[config.mk]
export PLATFORM = sky130hd
export DESIGN_NAME = pcx_rle_encoder_unit
export DESIGN_NICKNAME = d
export VERILOG_FILES = /design/src/sv/pcx_rle_pkg.sv /design/src/sv/pcx_rle_encoder_unit.sv /design/src/sv/pcx_rle_front.sv /design/src/sv/pcx_rle_queue.sv /design/src/sv/pcx_rle_back.sv
export VERILOG_INCLUDE_DIRS = /design/src /design/src/sv
export SDC_FILE = /design/constraint.sdc
export NUM_CORES = 1
export LEC_CHECK = 0
export ABC_CLOCK_PERIOD_IN_PS = 8500
export BUFFER_PORTS_ARGS = -buffer_cell sky130_fd_sc_hd__buf_2
export CAP_MARGIN = 20
export CORE_UTILIZATION = 37
export DETAILED_ROUTE_END_ITERATION = 8
export GPL_TIMING_DRIVEN = 1
export SLEW_MARGIN = 40
export SYNTH_ARGS = -nofsm -noshare
export SYNTH_HDL_FRONTEND = slang
export SYNTH_SLANG_ARGS = --single-unit
export TNS_END_PERCENT = 20
[constraint.sdc]
create_clock -name clk -period 8.5 [get_ports clk]
set_input_delay 1.7 -clock clk [delete_from_list [all_inputs] [get_ports clk]]
set_output_delay 1.7 -clock clk [all_outputs]
set_load 0.02 [all_outputs]
[src/sv/pcx_rle_encoder_unit_assert.svh]
// assertion macros for the pcx run-length encoder
`ifndef PCX_RLE_ENCODER_UNIT_ASSERT_SVH
`define PCX_RLE_ENCODER_UNIT_ASSERT_SVH

`ifndef SYNTHESIS
// same-cycle implication
`define PCX_ASSERT_SAME(label, ck, rn, ante, cons) \
    label: assert property (@(posedge ck) disable iff (!rn) (ante) |-> (cons)) \
        else $error("pcx rle encoder assertion failed");
// next-cycle implication
`define PCX_ASSERT_NEXT(label, ck, rn, ante, cons) \
    label: assert property (@(posedge ck) disable iff (!rn) (ante) |=> (cons)) \
        else $error("pcx rle encoder assertion failed");
`else
`define PCX_ASSERT_SAME(label, ck, rn, ante, cons)
`define PCX_ASSERT_NEXT(label, ck, rn, ante, cons)
`endif

`endif

[src/sv/pcx_rle_pkg.sv]
// shared types, constants and descriptor helpers for the pcx run-length encoder
package pcx_rle_pkg;

    localparam logic [7:0] RLE_MARK      = 8'd192;
    localparam logic [7:0] HIGH_CODE     = 8'd193;
    localparam logic [7:0] RUN_FULL_CODE = 8'd254;
    localparam logic [5:0] LAST_PENDING  = 6'd62;
    localparam int         MAX_BYTES     = 5;
    localparam logic [1:0] QUEUE_DEPTH   = 2'd2;

    typedef struct packed {
        logic [7:0] pixel;
        logic       last_pixel;
    } pix_t;

    typedef struct packed {
        logic [7:0] out_byte;
        logic       last_of_run;
    } code_t;

    // coded bytes caused by one item, in order from index 0
    typedef struct packed {
        logic [2:0]                 count;
        logic [MAX_BYTES-1:0][7:0]  bytes;
    } desc_t;

    typedef struct packed {
        logic [1:0] level;
        logic       full;
        logic       empty;
    } qstat_t;

    function automatic desc_t desc_push(desc_t d, logic [7:0] b);
        desc_t r;
        r = d;
        r.bytes[d.count] = b;
        r.count = d.count + 3'd1;
        return r;
    endfunction

    // emit a pending run of c copies of v
    function automatic desc_t desc_flush(desc_t d, logic [7:0] v, logic [5:0] c);
        desc_t r;
        r = d;
        if (c > 6'd1)
        begin
            r = desc_push(r, RLE_MARK | {2'b00, c - 6'd1});
            r = desc_push(r, v);
        end
        if (c != 6'd0)
        begin
            r = desc_push(r, v);
        end
        return r;
    endfunction

endpackage

[src/sv/pcx_rle_encoder_unit.sv]
// top level of the pcx run-length encoder: front, descriptor queue, back
// an accepted item is written to the queue, then loaded into the back end to be sent
// throughput: one pixel per cycle while the descriptor queue has room; the back
//   end sends one coded byte per cycle while code_ready is high, so an item causing
//   k bytes (0..5) holds the output port for k transfers; that port sets the rate
// reset: rst_n low clears the run state, the queue and the output stage at once
`include "pcx_rle_encoder_unit_assert.svh"

module pcx_rle_encoder_unit (
    input  logic               clk,
    input  logic               rst_n,
    input  logic               pix_valid,
    output logic               pix_ready,
    input  pcx_rle_pkg::pix_t  pix,
    output logic               code_valid,
    input  logic               code_ready,
    output pcx_rle_pkg::code_t code
);

    // front to queue
    logic                push;
    pcx_rle_pkg::desc_t  push_desc;

    // queue to back, status shared by both sides
    logic                pop;
    pcx_rle_pkg::desc_t  head_desc;
    pcx_rle_pkg::qstat_t q_stat;

    // front: keeps held value and pending count, codes each item into a
    // descriptor holding up to five bytes; stalls only when the queue is full
    pcx_rle_front u_front (
        .clk       (clk),
        .rst_n     (rst_n),
        .pix_valid (pix_valid),
        .pix_ready (pix_ready),
        .pix       (pix),
        .q_stat    (q_stat),
        .push      (push),
        .push_desc (push_desc)
    );

    // queue: absorbs bursts so pixels keep flowing while bytes drain
    pcx_rle_queue u_queue (
        .clk       (clk),
        .rst_n     (rst_n),
        .push      (push),
        .push_desc (push_desc),
        .pop       (pop),
        .head_desc (head_desc),
        .q_stat    (q_stat)
    );

    // back: walks the current descriptor one byte per cycle while code_ready is high,
    // loading the next one from the queue on the same edge the final byte is taken, so there is no bubble
    pcx_rle_back u_back (
        .clk        (clk),
        .rst_n      (rst_n),
        .q_stat     (q_stat),
        .head_desc  (head_desc),
        .pop        (pop),
        .code_valid (code_valid),
        .code_ready (code_ready),
        .code       (code)
    );

    // a stored descriptor always carries one to five bytes
    `PCX_ASSERT_SAME(a_desc_count, clk, rst_n, push,
        (push_desc.count != 3'd0) && (push_desc.count <= 3'd5))

    // a full queue must hold off the pixel side
    `PCX_ASSERT_SAME(a_full_stalls, clk, rst_n, q_stat.full, !pix_ready)

    // final byte taken with nothing queued leaves the output empty
    `PCX_ASSERT_NEXT(a_drain_idle, clk, rst_n,
        code_valid && code_ready && code.last_of_run && q_stat.empty, !code_valid)

endmodule

[src/sv/pcx_rle_front.sv]
// front end: run tracking and coding of one item into a byte descriptor
module pcx_rle_front (
    input  logic                clk,
    input  logic                rst_n,
    input  logic                pix_valid,
    output logic                pix_ready,
    input  pcx_rle_pkg::pix_t   pix,
    input  pcx_rle_pkg::qstat_t q_stat,
    output logic                push,
    output pcx_rle_pkg::desc_t  push_desc
);

    logic [7:0] held_reg, held_next;
    logic [5:0] count_reg, count_next;
    logic       accept;

    assign pix_ready = !q_stat.full;
    assign accept    = pix_valid && pix_ready;

    always_comb
    begin
        pcx_rle_pkg::desc_t d;
        logic [7:0] h;
        logic [5:0] c;
        d = '0;
        h = held_reg;
        c = count_reg;
        if (pix.pixel >= pcx_rle_pkg::RLE_MARK)
        begin
            // high pixel: flush, then literal pair
            d = pcx_rle_pkg::desc_flush(d, h, c);
            d = pcx_rle_pkg::desc_push(d, pcx_rle_pkg::HIGH_CODE);
            d = pcx_rle_pkg::desc_push(d, pix.pixel);
            c = 6'd0;
        end
        else if (c != 6'd0 && pix.pixel == h)
        begin
            if (c == pcx_rle_pkg::LAST_PENDING)
            begin
                d = pcx_rle_pkg::desc_push(d, pcx_rle_pkg::RUN_FULL_CODE);
                d = pcx_rle_pkg::desc_push(d, h);
                c = 6'd1;
            end
            else
            begin
                c = c + 6'd1;
            end
        end
        else
        begin
            d = pcx_rle_pkg::desc_flush(d, h, c);
            h = pix.pixel;
            c = 6'd1;
        end
        if (pix.last_pixel)
        begin
            d = pcx_rle_pkg::desc_flush(d, h, c);
            c = 6'd0;
        end
        push_desc  = d;
        held_next  = h;
        count_next = c;
    end

    // items that cause no byte leave nothing in the queue
    assign push = accept && (push_desc.count != 3'd0);

    always_ff @(posedge clk or negedge rst_n)
    begin
        if (!rst_n)
        begin
            held_reg  <= 8'd0;
            count_reg <= 6'd0;
        end
        else if (accept)
        begin
            held_reg  <= held_next;
            count_reg <= count_next;
        end
    end

endmodule

[src/sv/pcx_rle_queue.sv]
// two-entry descriptor queue between front and back
module pcx_rle_queue (
    input  logic                clk,
    input  logic                rst_n,
    input  logic                push,
    input  pcx_rle_pkg::desc_t  push_desc,
    input  logic                pop,
    output pcx_rle_pkg::desc_t  head_desc,
    output pcx_rle_pkg::qstat_t q_stat
);

    pcx_rle_pkg::desc_t entry_reg [2];
    logic       wr_ptr_reg, wr_ptr_next;
    logic       rd_ptr_reg, rd_ptr_next;
    logic [1:0] level_reg, level_next;

    assign head_desc    = entry_reg[rd_ptr_reg];
    assign q_stat.level = level_reg;
    assign q_stat.full  = (level_reg == pcx_rle_pkg::QUEUE_DEPTH);
    assign q_stat.empty = (level_reg == 2'd0);

    always_comb
    begin
        wr_ptr_next = push ? !wr_ptr_reg : wr_ptr_reg;
        rd_ptr_next = pop ? !rd_ptr_reg : rd_ptr_reg;
        level_next  = level_reg + {1'b0, push} - {1'b0, pop};
    end

    always_ff @(posedge clk)
    begin
        if (push)
        begin
            entry_reg[wr_ptr_reg] <= push_desc;
        end
    end

    always_ff @(posedge clk or negedge rst_n)
    begin
        if (!rst_n)
        begin
            wr_ptr_reg <= 1'b0;
            rd_ptr_reg <= 1'b0;
            level_reg  <= 2'd0;
        end
        else
        begin
            wr_ptr_reg <= wr_ptr_next;
            rd_ptr_reg <= rd_ptr_next;
            level_reg  <= level_next;
        end
    end

endmodule

[src/sv/pcx_rle_back.sv]
// back end: serializes descriptors into coded bytes, one per cycle while code_ready is high
module pcx_rle_back (
    input  logic                clk,
    input  logic                rst_n,
    input  pcx_rle_pkg::qstat_t q_stat,
    input  pcx_rle_pkg::desc_t  head_desc,
    output logic                pop,
    output logic                code_valid,
    input  logic                code_ready,
    output pcx_rle_pkg::code_t  code
);

    pcx_rle_pkg::desc_t cur_reg;
    logic       busy_reg, busy_next;
    logic [2:0] pos_reg, pos_next;
    logic       last_byte;
    logic       fire;

    assign last_byte = (pos_reg == cur_reg.count - 3'd1);
    assign fire      = busy_reg && code_ready;
    assign pop       = !q_stat.empty && (!busy_reg || (fire && last_byte));

    assign code_valid       = busy_reg;
    assign code.out_byte    = cur_reg.bytes[pos_reg];
    assign code.last_of_run = last_byte;

    always_comb
    begin
        busy_next = busy_reg;
        pos_next  = pos_reg;
        if (pop)
        begin
            busy_next = 1'b1;
            pos_next  = 3'd0;
        end
        else if (fire)
        begin
            if (last_byte)
            begin
                busy_next = 1'b0;
            end
            else
            begin
                pos_next = pos_reg + 3'd1;
            end
        end
    end

    always_ff @(posedge clk)
    begin
        if (pop)
        begin
            cur_reg <= head_desc;
        end
    end

    always_ff @(posedge clk or negedge rst_n)
    begin
        if (!rst_n)
        begin
            busy_reg <= 1'b0;
            pos_reg  <= 3'd0;
        end
        else
        begin
            busy_reg <= busy_next;
            pos_reg  <= pos_next;
        end
    end

endmodule
After elaboration in Yosys (flattened, before gate mapping). Memories as Yosys holds them, arrays and structs flattened. A register that Yosys moved wholly into a read port is not among the register bits. Cells that the tools add are included.

Register bits: 22. RAM bits: 86. Input port bits: 13. Output and inout bits: 11. Logic and storage cells: 125. Memories: 1.

Memories: u_queue.entry_reg (words 2, bits a word 43, rd ports 1, clocked after Yosys merged registers in 1, write ports 1, RTL line pcx_rle_queue.sv:12) `pcx_rle_pkg::desc_t entry_reg [2];`.

Add/subtract/negate cells: 14. Magnitude comparators: 18. Eq/ne operators: 5. Multiplexer cells: 50. Bitwise logic cells: 3. Reductions and logical operators: 27.

Operator list (number): 43-bit 2-to-1 mux (12); 40-bit bitwise mux (6); 8-bit demux with 3-bit select (7); 42-bit 2-to-1 mux (2); 8-bit 2-to-1 mux (10); 3-bit by 4-bit less-than comparator with 1-bit output (second input constant) (8); 25-bit bitwise AND (1); 25-bit inverter (1); 3-bit by 1-bit adder with 3-bit output (second input constant) (8); 8-bit binary-select mux with 3-bit select (1); 6-bit 2-to-1 mux (4); 3-bit by 1-bit greater-or-equal comparator with 1-bit output (second input constant) (7); 15-bit OR (1); 1-bit logical AND (13); 6-bit by 1-bit greater-than comparator with 1-bit output (second input constant) (2); 6-bit nonzero test (2); 6-bit by 1-bit subtractor with 6-bit output (second input constant) (2); 3-bit 2-to-1 mux (3); 8-bit == test (1); 8-bit greater-or-equal comparator (second input constant) (1); 6-bit by 1-bit adder with 6-bit output (second input constant) (1); 6-bit == test (second input constant) (1); 1-bit logical NOT (5); 1-bit 2-to-1 mux (5); 11 further kinds (13).

Depth between registers and ports, before layout. Gate-level depths: netlist of the first run.

Word-level depth: 37. Mapped depth: 23. Mapped depth without buffers: 21.

Hierarchy. From an unflattened synthesis of the first run, not the netlist that was laid out.

Cell total of the unflattened synthesis: 679. Area total of the unflattened synthesis: 8458.1 sq um.

Modules (own cells, without submodules): pcx_rle_queue (times used 1, cells each 149, area an instance 3500.9 sq um); pcx_rle_front (times used 1, cells each 417, area an instance 3020.4 sq um); pcx_rle_back (times used 1, cells each 113, area an instance 1936.9 sq um).

Least setup slack after synthesis of the first run. Ideal clock, no wire load.

Kind: input to register. Start point: in pix[2] (netlist bit). End point: mem u_queue.entry_reg[0][0] (netlist bit), enable pin. Setup time: 449 ps. Data arrival time: 6932 ps. Required time: 8051 ps. Setup slack: 1119 ps. Stages on the path: 19. Buffers on the path: 3. Path through: buf_2 xor2_1 nor4_4 nand3_2 nor2_1 nand2_1 ha_1 clkbuf_1 or2_2 o31a_1 buf_4 nand2_1 o21ai_0 ha_1 a22o_1 a211oi_1 a31o_2 o21ba_2 nor2b_1.

RTL lines: start, declared (RTL line pcx_rle_encoder_unit.sv:14) `input pcx_rle_pkg::pix_t pix,`; end, declared (RTL line pcx_rle_queue.sv:12).

==> results of run 1 <==
layout make-up:
| cell class | count | area (µm²) |
|---|---|---|
| clock buffers | 19 | 433 |
| inverters | 30 | 113 |
| fillers | 2056 | 12600 |
| flip-flops and latches | 151 | 4430 |
| multi-input cells | 490 | 3620 |
| repair buffers | 30 | 168 |
| well taps | 280 | 350 |
| clock inverters | 13 | 221 |
synthesized netlist by cell type, types with 5 or more instances:
cell and n:
edfxtp_1 129, nand2_1 74, mux2_2 48, nor2_1 42, o21ai_0 40, inv_1 27
clkbuf_1 26, a21oi_1 22, dfrtp_1 22, ha_1 20, xor2_1 16, nor3_1 15
a22oi_1 12, and2_1 12, xnor2_1 12, a221oi_1 11, nand3_1 11, a31oi_1 10
and3_1 10, a22o_1 8, a32o_1 8, a32oi_1 8, mux4_2 8, a21o_1 7
mux2i_1 7, buf_2 6, nand2b_1 6, o22ai_1 6, buf_1 5
routing by layer:
metal | vias up | track usage [%]
met5 | - | 0
met4 | 0 | 7.28
met3 | 39 | 5.00
met2 | 219 | 29.4
met1 | 2823 | 27.3
li1 | 2728 | -
kinds of logic (layout without fill, tap and decap cells):
| logic type | count (synthesis) | after routing | share of synthesized area (%) |
|---|---|---|---|
| mux | 64 | 64 | 9.69 |
| fa+ha+maj | 20 | 20 | 3.01 |
| buf+inv | 69 | 92 | 3.30 |
| simple gates | 199 | 199 | 11.6 |
| compound gates | 178 | 178 | 15.9 |
| flops | 151 | 151 | 53.3 |
| xor+xnor | 29 | 29 | 3.23 |
power by group:
part	switching, mW	internal (mW)	total (mW)
sequential	0.171	1.13	1.30
combinational	0.753	0.484	1.24
clock	0.310	0.528	0.838
per-stage QoR:
stage | utilization, % | setup slack, ns | cells | power [mW] | instance area (µm²)
4_1_cts | 42.7 | 1.97 | 1013 | 3.37 | 9340
5_1_grt | 42.7 | 1.41 | 1013 | 3.55 | 9340
3_3_place_gp | 39.6 | 1.50 | 981 | 2.53 | 8680
2_1_floorplan | - | 1.12 | 710 | 2.15 | 8300
3_5_place_dp | 39.7 | 1.54 | 981 | 2.53 | 8680
6_report | 42.7 | 1.91 | 1013 | 3.37 | 9340
final timing paths:
check                                     endpoint  cells after the start
hold / removal                u_queue.level_reg[1]                      1
hold reg to reg               u_queue.level_reg[1]                      1
min in group asynchronous     u_front.count_reg[0]                      1
setup / recovery           u_queue.entry_reg[0][1]                     18
setup reg to reg           u_queue.entry_reg[0][1]                     20
max in group asynchronous       u_queue.rd_ptr_reg                      1
worst max-delay path: stages:
cell and delay, ns:
buf_2 0.15, and2_2 0.38, nor3_1 0.38, nand3_2 0.26
nor2_1 0.41, nand2_1 0.15, ha_1 0.33, or2_2 0.38
o31a_1 0.28, nand2_1 0.12, o21ai_0 0.11, ha_1 0.25
a22o_1 0.21, a211oi_1 0.19, a31o_2 0.20, o21ba_2 0.21
nor2b_4 0.46, buf_4 0.46
cell usage in the layout (no fill, tap or decap), types with 3 or more instances in the layout:
cell and instances:
o31ai_1 4, a22o_1 8, mux2i_1 7, buf_4 7
nand2b_1 6, nor2_1 42, nor4_1 4, a31oi_1 10
a32oi_1 8, nand4_1 4, nand2_1 74, a221oi_1 11
bufinv_16 5, o21ai_0 39, and3_1 10, a21o_1 7
a2bb2oi_1 4, or2_2 4, edfxtp_1 129, clkbuf_16 17
a32o_1 8, inv_1 27, nand3b_1 3, dfrtp_1 20
o21a_1 3, o22ai_1 6, a21oi_1 21, inv_2 3
clkinv_4 3, xnor2_1 12, buf_2 23, nand3_1 11
o21ai_1 4, mux4_2 8, xor2_1 16, a22oi_1 12
nor3_1 15, ha_1 20, mux2_2 48, and2_1 10
==> results.md, run 1 <==
* Status: complete, no violations
* Io pins at 24
* Wire per inst at 21.2 µm
* Crit path arrival time at about 6.7 ns
* Synthesized net count at 743
* Crit. End Element: register
* Number of hold violations in the final report at 0
* # DRC at 0
* Setup Skew at 0.0146 ns
* Row cnt at 54
* RePlAce Congestion at 0.939
* WL met1 at 10000 µm
* Iter 0 DRT Violations at 658
* Synthesized flop and latch total at 151
* Ys flop type: edfxtp_1
* Synth top area share at 46.7%
* Total number of vias at between 5000 and 6000
* Post-layout min period at 6.59 ns
* Leakage at 3.41 nW
* CTS tree: yes
* CTS H-Tree Depth at 4
* Mapped Area at 8300 µm²
* Slew @ Worst Pin at approximately 0.69 ns
* Worst r2r src: u_front.count_reg[0]
* Layout Area Growth over Synthesis at 12.5%
* R2r setup slk at about 2.3 ns
* Pin count of the biggest net entering global routing at 45
* Dpl hpwl at roughly 15000 µm
* # resized after CTS at 0
* Critical path type: in2reg
* Number of buffers created by CTS at 17
* Met3 routed WL at about 1400 µm
* Slew headroom at a little over half
* Root buffer cell: clkbuf_16
* Crit path launch: pix[8]
* Met2 WL post-DR at approximately 9500 µm
* GRT Total Usage at 19.6%
* Sink Count at 151
* Peak supply drop at about 0.2 mV
* Buffer count from post-CTS setup fixing at 0
* Buffers on Ports at 23
* Vias in the first global route at 5749
* Clk buf depth at 2
* Clock Pin Slew Worst Setup and Hold Paths at 0.06 ns
* Pwr/cell area at 361 nW/µm²
* Fin crit share at 77.6%
* Post-synthesis sequential area ratio at 53.3%
* Ant. Diodes at 0
* Fraction of layout cells with a size suffix above 1 at roughly 20%
* Avg Inst Size Synth at 11.7 µm²
* First-pass GRT wire length at 33100 µm
* Setup violators final at 0
* Setup TNS at 0 ns
* Cells after Synth at 710
* Max Slew Vio Count at 0
* Number of synthesized flops with an enable pin at 129
* Core area at 21900 µm²
* Element type at the critical path start: input pin
* Area contributors post-synth: edfxtp_1, dfrtp_1, mux2_2, nand2_1, ha_1
* Antenna viol nets, final at 0
* Die height at around 150 µm
* Synth area leader: edfxtp_1
* Max reg flops at 86
* Hold Buf Count CTS at 0
* Async set or reset register ratio after synthesis at 14.6%
* Maxcap violations at 0
* Nets at 753
* Maximum clock frequency at 152 MHz
* HP Start: u_queue.level_reg[1]
* Die area at between 20000 and 25000 µm²
* Max Used Layer: met4
* Initial Utilization at 37.9%
* Initial antenna violation count at 0
* Die W at 152 µm
* Clk Latency, worst-skew pair at approximately 0.42 ns
* Synth unique cells at 79
* Unrepaired setup endpoints after global routing: no
* Worst EP required at 8.57 ns
* Vias per cell at 5.73
* HP Class: reg2reg
* Congestion Overflow GR at 0
* YS warnings at 0
* Crit Path Max Fanout at 29
* Drt first pass iters at 5
* Total wire length at 21400 µm
* Worst hold slack at 0.508 ns
Note: power is estimated with default switching activity, not from simulation.
==> run 2, diff against run 1 <==
--- a/config.mk
+++ b/config.mk
@@ -6,7 +6,7 @@
 export SDC_FILE = /design/constraint.sdc
 export NUM_CORES = 1
 export LEC_CHECK = 0
-export ABC_CLOCK_PERIOD_IN_PS = 8500
+export ABC_CLOCK_PERIOD_IN_PS = 6500
 export BUFFER_PORTS_ARGS = -buffer_cell sky130_fd_sc_hd__buf_2
 export CAP_MARGIN = 20
 export CORE_UTILIZATION = 37
==> constraint.sdc (replaced) <==
create_clock -name clk -period 6.5 [get_ports clk]
set_input_delay 1.3 -clock clk [delete_from_list [all_inputs] [get_ports clk]]
set_output_delay 1.3 -clock clk [all_outputs]
set_load 0.02 [all_outputs]
==> run 2 against run 1 <==
Final area decreased by 0.36%; via count increased by 3.1%; die area unchanged; sequential share of layout area increased by 0.17 points; non-clock buffer count increased by 5; clock power increased by 10%; final cell count increased by 0.49%; largest cell class unchanged.
==> results.md, run 2 (same netlist as run 1, synthesis figures left out) <==
* Status: complete, no violations (unchanged)
* Pwr/cell area at 459 nW/µm² (was 361 nW/µm²)
* Number of buffers created by CTS at 17 (unchanged)
* CTS H-Tree Depth at 4 (unchanged)
* Clock Pin Slew Worst Setup and Hold Paths at 0.07 ns (was 0.06 ns)
* Setup TNS at 0 ns (unchanged)
* # resized after CTS at 0 (unchanged)
* Unrepaired setup endpoints after global routing: no (unchanged)
* Setup violators final at 0 (unchanged)
* Hold Buf Count CTS at 0 (unchanged)
* HP Class: reg2reg (unchanged)
* Io pins at 24 (unchanged)
* Maxcap violations at 0 (unchanged)
* Nets at 758 (was 753)
* Post-layout min period at 5.72 ns
* Post-Place Cells at 986 (was 981)
* Pin count of the biggest net entering global routing at 46 (was 45)
* Die height at 152 µm (unchanged)
* Max Slew Vio Count at 0 (unchanged)
* Vias per cell at 5.88 (was 5.73)
* CTS tree: yes (unchanged)
* Buffer count from post-CTS setup fixing at 0 (unchanged)
* RR Endpoint: u_queue.entry_reg[1][35] (was u_queue.entry_reg[0][1])
* Fin crit share at 88.0%
* Crit path arrival time at 5.84 ns (was 6.66 ns)
* Layout Area Growth over Synthesis at 12.1% (was 12.5%)
* Row cnt at 54 (unchanged)
* Worst slack at placement at 0.607 ns (was 1.54 ns)
* Drt first pass iters at 6 (was 5)
* Leakage at 3.38 nW (was 3.41 nW)
* Total wire length at 22900 µm (was 21400 µm)
* Clk Latency, worst-skew pair at 0.43 ns (was 0.42 ns)
* Seq. cell area at 4430 µm² (unchanged)
* Crit Path Max Fanout at 12 (was 29)
* WHS Endpoint: u_queue.level_reg[1] (unchanged)
* Peak supply drop at 0.170 mV (was 0.198 mV)
* Switching power at 1.65 mW (was 1.23 mW)
* Sink Count at 151 (unchanged)
* Congestion Overflow GR at 0 (unchanged)
* Initial Utilization at 37.9% (unchanged)
* # DRC at 0 (unchanged)
* Hold depth at 1 (unchanged)
* Vias in the first global route at 5688 (was 5749)
* Die area at 23000 µm² (unchanged)
* Setup Skew at 0.0250 ns (was 0.0146 ns)
* Antenna viol nets, final at 0 (unchanged)
* Multi-input logic area at 3630 µm² (was 3620 µm²)
* First-pass GRT wire length at 34900 µm (was 33100 µm)
* Worst R2R Path Depth at 19 (was 20)
* Total number of vias at 5990 (was 5809)
* Worst setup margin at 0.778 ns (was 1.91 ns)
* GRT Total Usage at 21.0% (was 19.6%)
* HP Start: u_queue.level_reg[1] (unchanged)
* Sequential Power Share at 39.7% (was 38.5%)
* Clk pwr share at 21.6% (was 24.9%)
* Root buffer cell: clkbuf_16 (unchanged)
* Non-Filler Instances at 1018 (was 1013)
* Number of hold violations in the final report at 0 (unchanged)
* Critical path type: reg2reg (was in2reg)
* Maximum clock frequency at 175 MHz
* Crit. End Element: register (unchanged)
* Buffers on Ports at 23 (unchanged)
* Ant. Diodes at 0 (unchanged)
* Slew @ Worst Pin at 0.779 ns (was 0.690 ns)
* Wire per inst at 22.5 µm (was 21.2 µm)
* Fill cells at 2059 (was 2056)
* Dpl hpwl at 16200 µm (was 15400 µm)
* Commonest non-fill, non-tap cell in the layout: edfxtp_1 (unchanged)
* Clk buf depth at 2 (unchanged)
* Core area at 21900 µm² (unchanged)
* Commonest non-fill, non-tap cells in the layout: edfxtp_1, nand2_1, mux2_2 (unchanged)
* RePlAce Congestion at 0.959 (was 0.939)
* Sw frac at 38.7% (was 36.6%)
* Die W at 152 µm (unchanged)
* Combinational Power Share at 38.7% (was 36.7%)
* Initial antenna violation count at 0 (unchanged)
* R2r setup slk at 0.78 ns (was 2.25 ns)
* Worst EP required at 6.62 ns (was 8.57 ns)
* Slew headroom at 47.6% (was 53.7%)
* Iter 0 DRT Violations at 821 (was 658)
* Worst r2r src: u_front.count_reg[0] (unchanged)
* Internal at 2.62 mW (was 2.14 mW)
* Max reg flops at 86 (unchanged)
* Fraction of layout cells with a size suffix above 1 at 20.6% (was 19.8%)
* Element type at the critical path start: register (was input pin)
==> run 2: cell type report <==
type	count	area share, %
Clock inverter	14	1.28
Multi-Input combinational cell	490	39.1
Clock buffer	18	4.61
Sequential cell	151	47.6
Inverter	30	1.21
Timing Repair Buffer	35	2.47
Tap cell	280	3.76
==> run 2: how the worst max path moves through the flow <==
stage | start | to | depth (start not counted)
2_1_floorplan | pix[2] | u_queue.entry_reg[0][0] | 19
5_1_grt | u_front.count_reg[0] | u_queue.entry_reg[1][35] | 19
4_1_cts | u_front.count_reg[0] | u_queue.entry_reg[1][35] | 19
3_5_place_dp | pix[8] | u_queue.entry_reg[1][3] | 18
6_report | u_front.count_reg[0] | u_queue.entry_reg[1][35] | 19
3_3_place_gp | pix[8] | u_queue.entry_reg[1][37] | 18
==> run 2: power groups by stage <==
stage	Combinational [mW]	Sequential, mW	Clock (mW)
3_3_place_gp	1.63	1.71	0
4_1_cts	1.64	1.70	0.943
2_1_floorplan	1.24	1.58	0
5_1_grt	1.80	1.74	0.980
6_report	1.65	1.70	0.922
3_5_place_dp	1.63	1.72	0
==> run 2: per-stage QoR <==
stage,hold slack [ns],area [µm²],utilization [%],power [mW]
floorplan,0.459,8300,-,2.81
global placement,0.486,8740,39.9,3.34
detailed placement,0.498,8760,40.0,3.35
CTS,0.508,9310,42.5,4.28
global route,0.525,9310,42.5,4.52
finish,0.509,9310,42.5,4.27
==> run 2: metal layers <==
layer / vias up / global-route usage, % / part of all wire, %
met4: 0 / 7.97 / 2.9
met2: 268 / 31.1 / 44
met1: 2938 / 29.8 / 45
met3: 45 / 4.40 / 7.9
met5: - / 0 / 0
li1: 2739 / - / -
==> run 2: worst max-delay path, stage by stage (launching register included) <==
cell and delay [ns]:
dfrtp_1 0.48, inv_1 0.19, ha_1 0.23, nor2b_1 0.31
nand2_1 0.31, ha_1 0.41, or4_1 0.52, o21a_1 0.16
and3_1 0.27, inv_2 0.13, ha_1 0.30, xor2_1 0.35
o21ai_0 0.13, ha_1 0.24, a22o_1 0.22, a211oi_1 0.20
a31o_2 0.17, o21ba_2 0.19, and2_2 0.32, buf_4 0.27
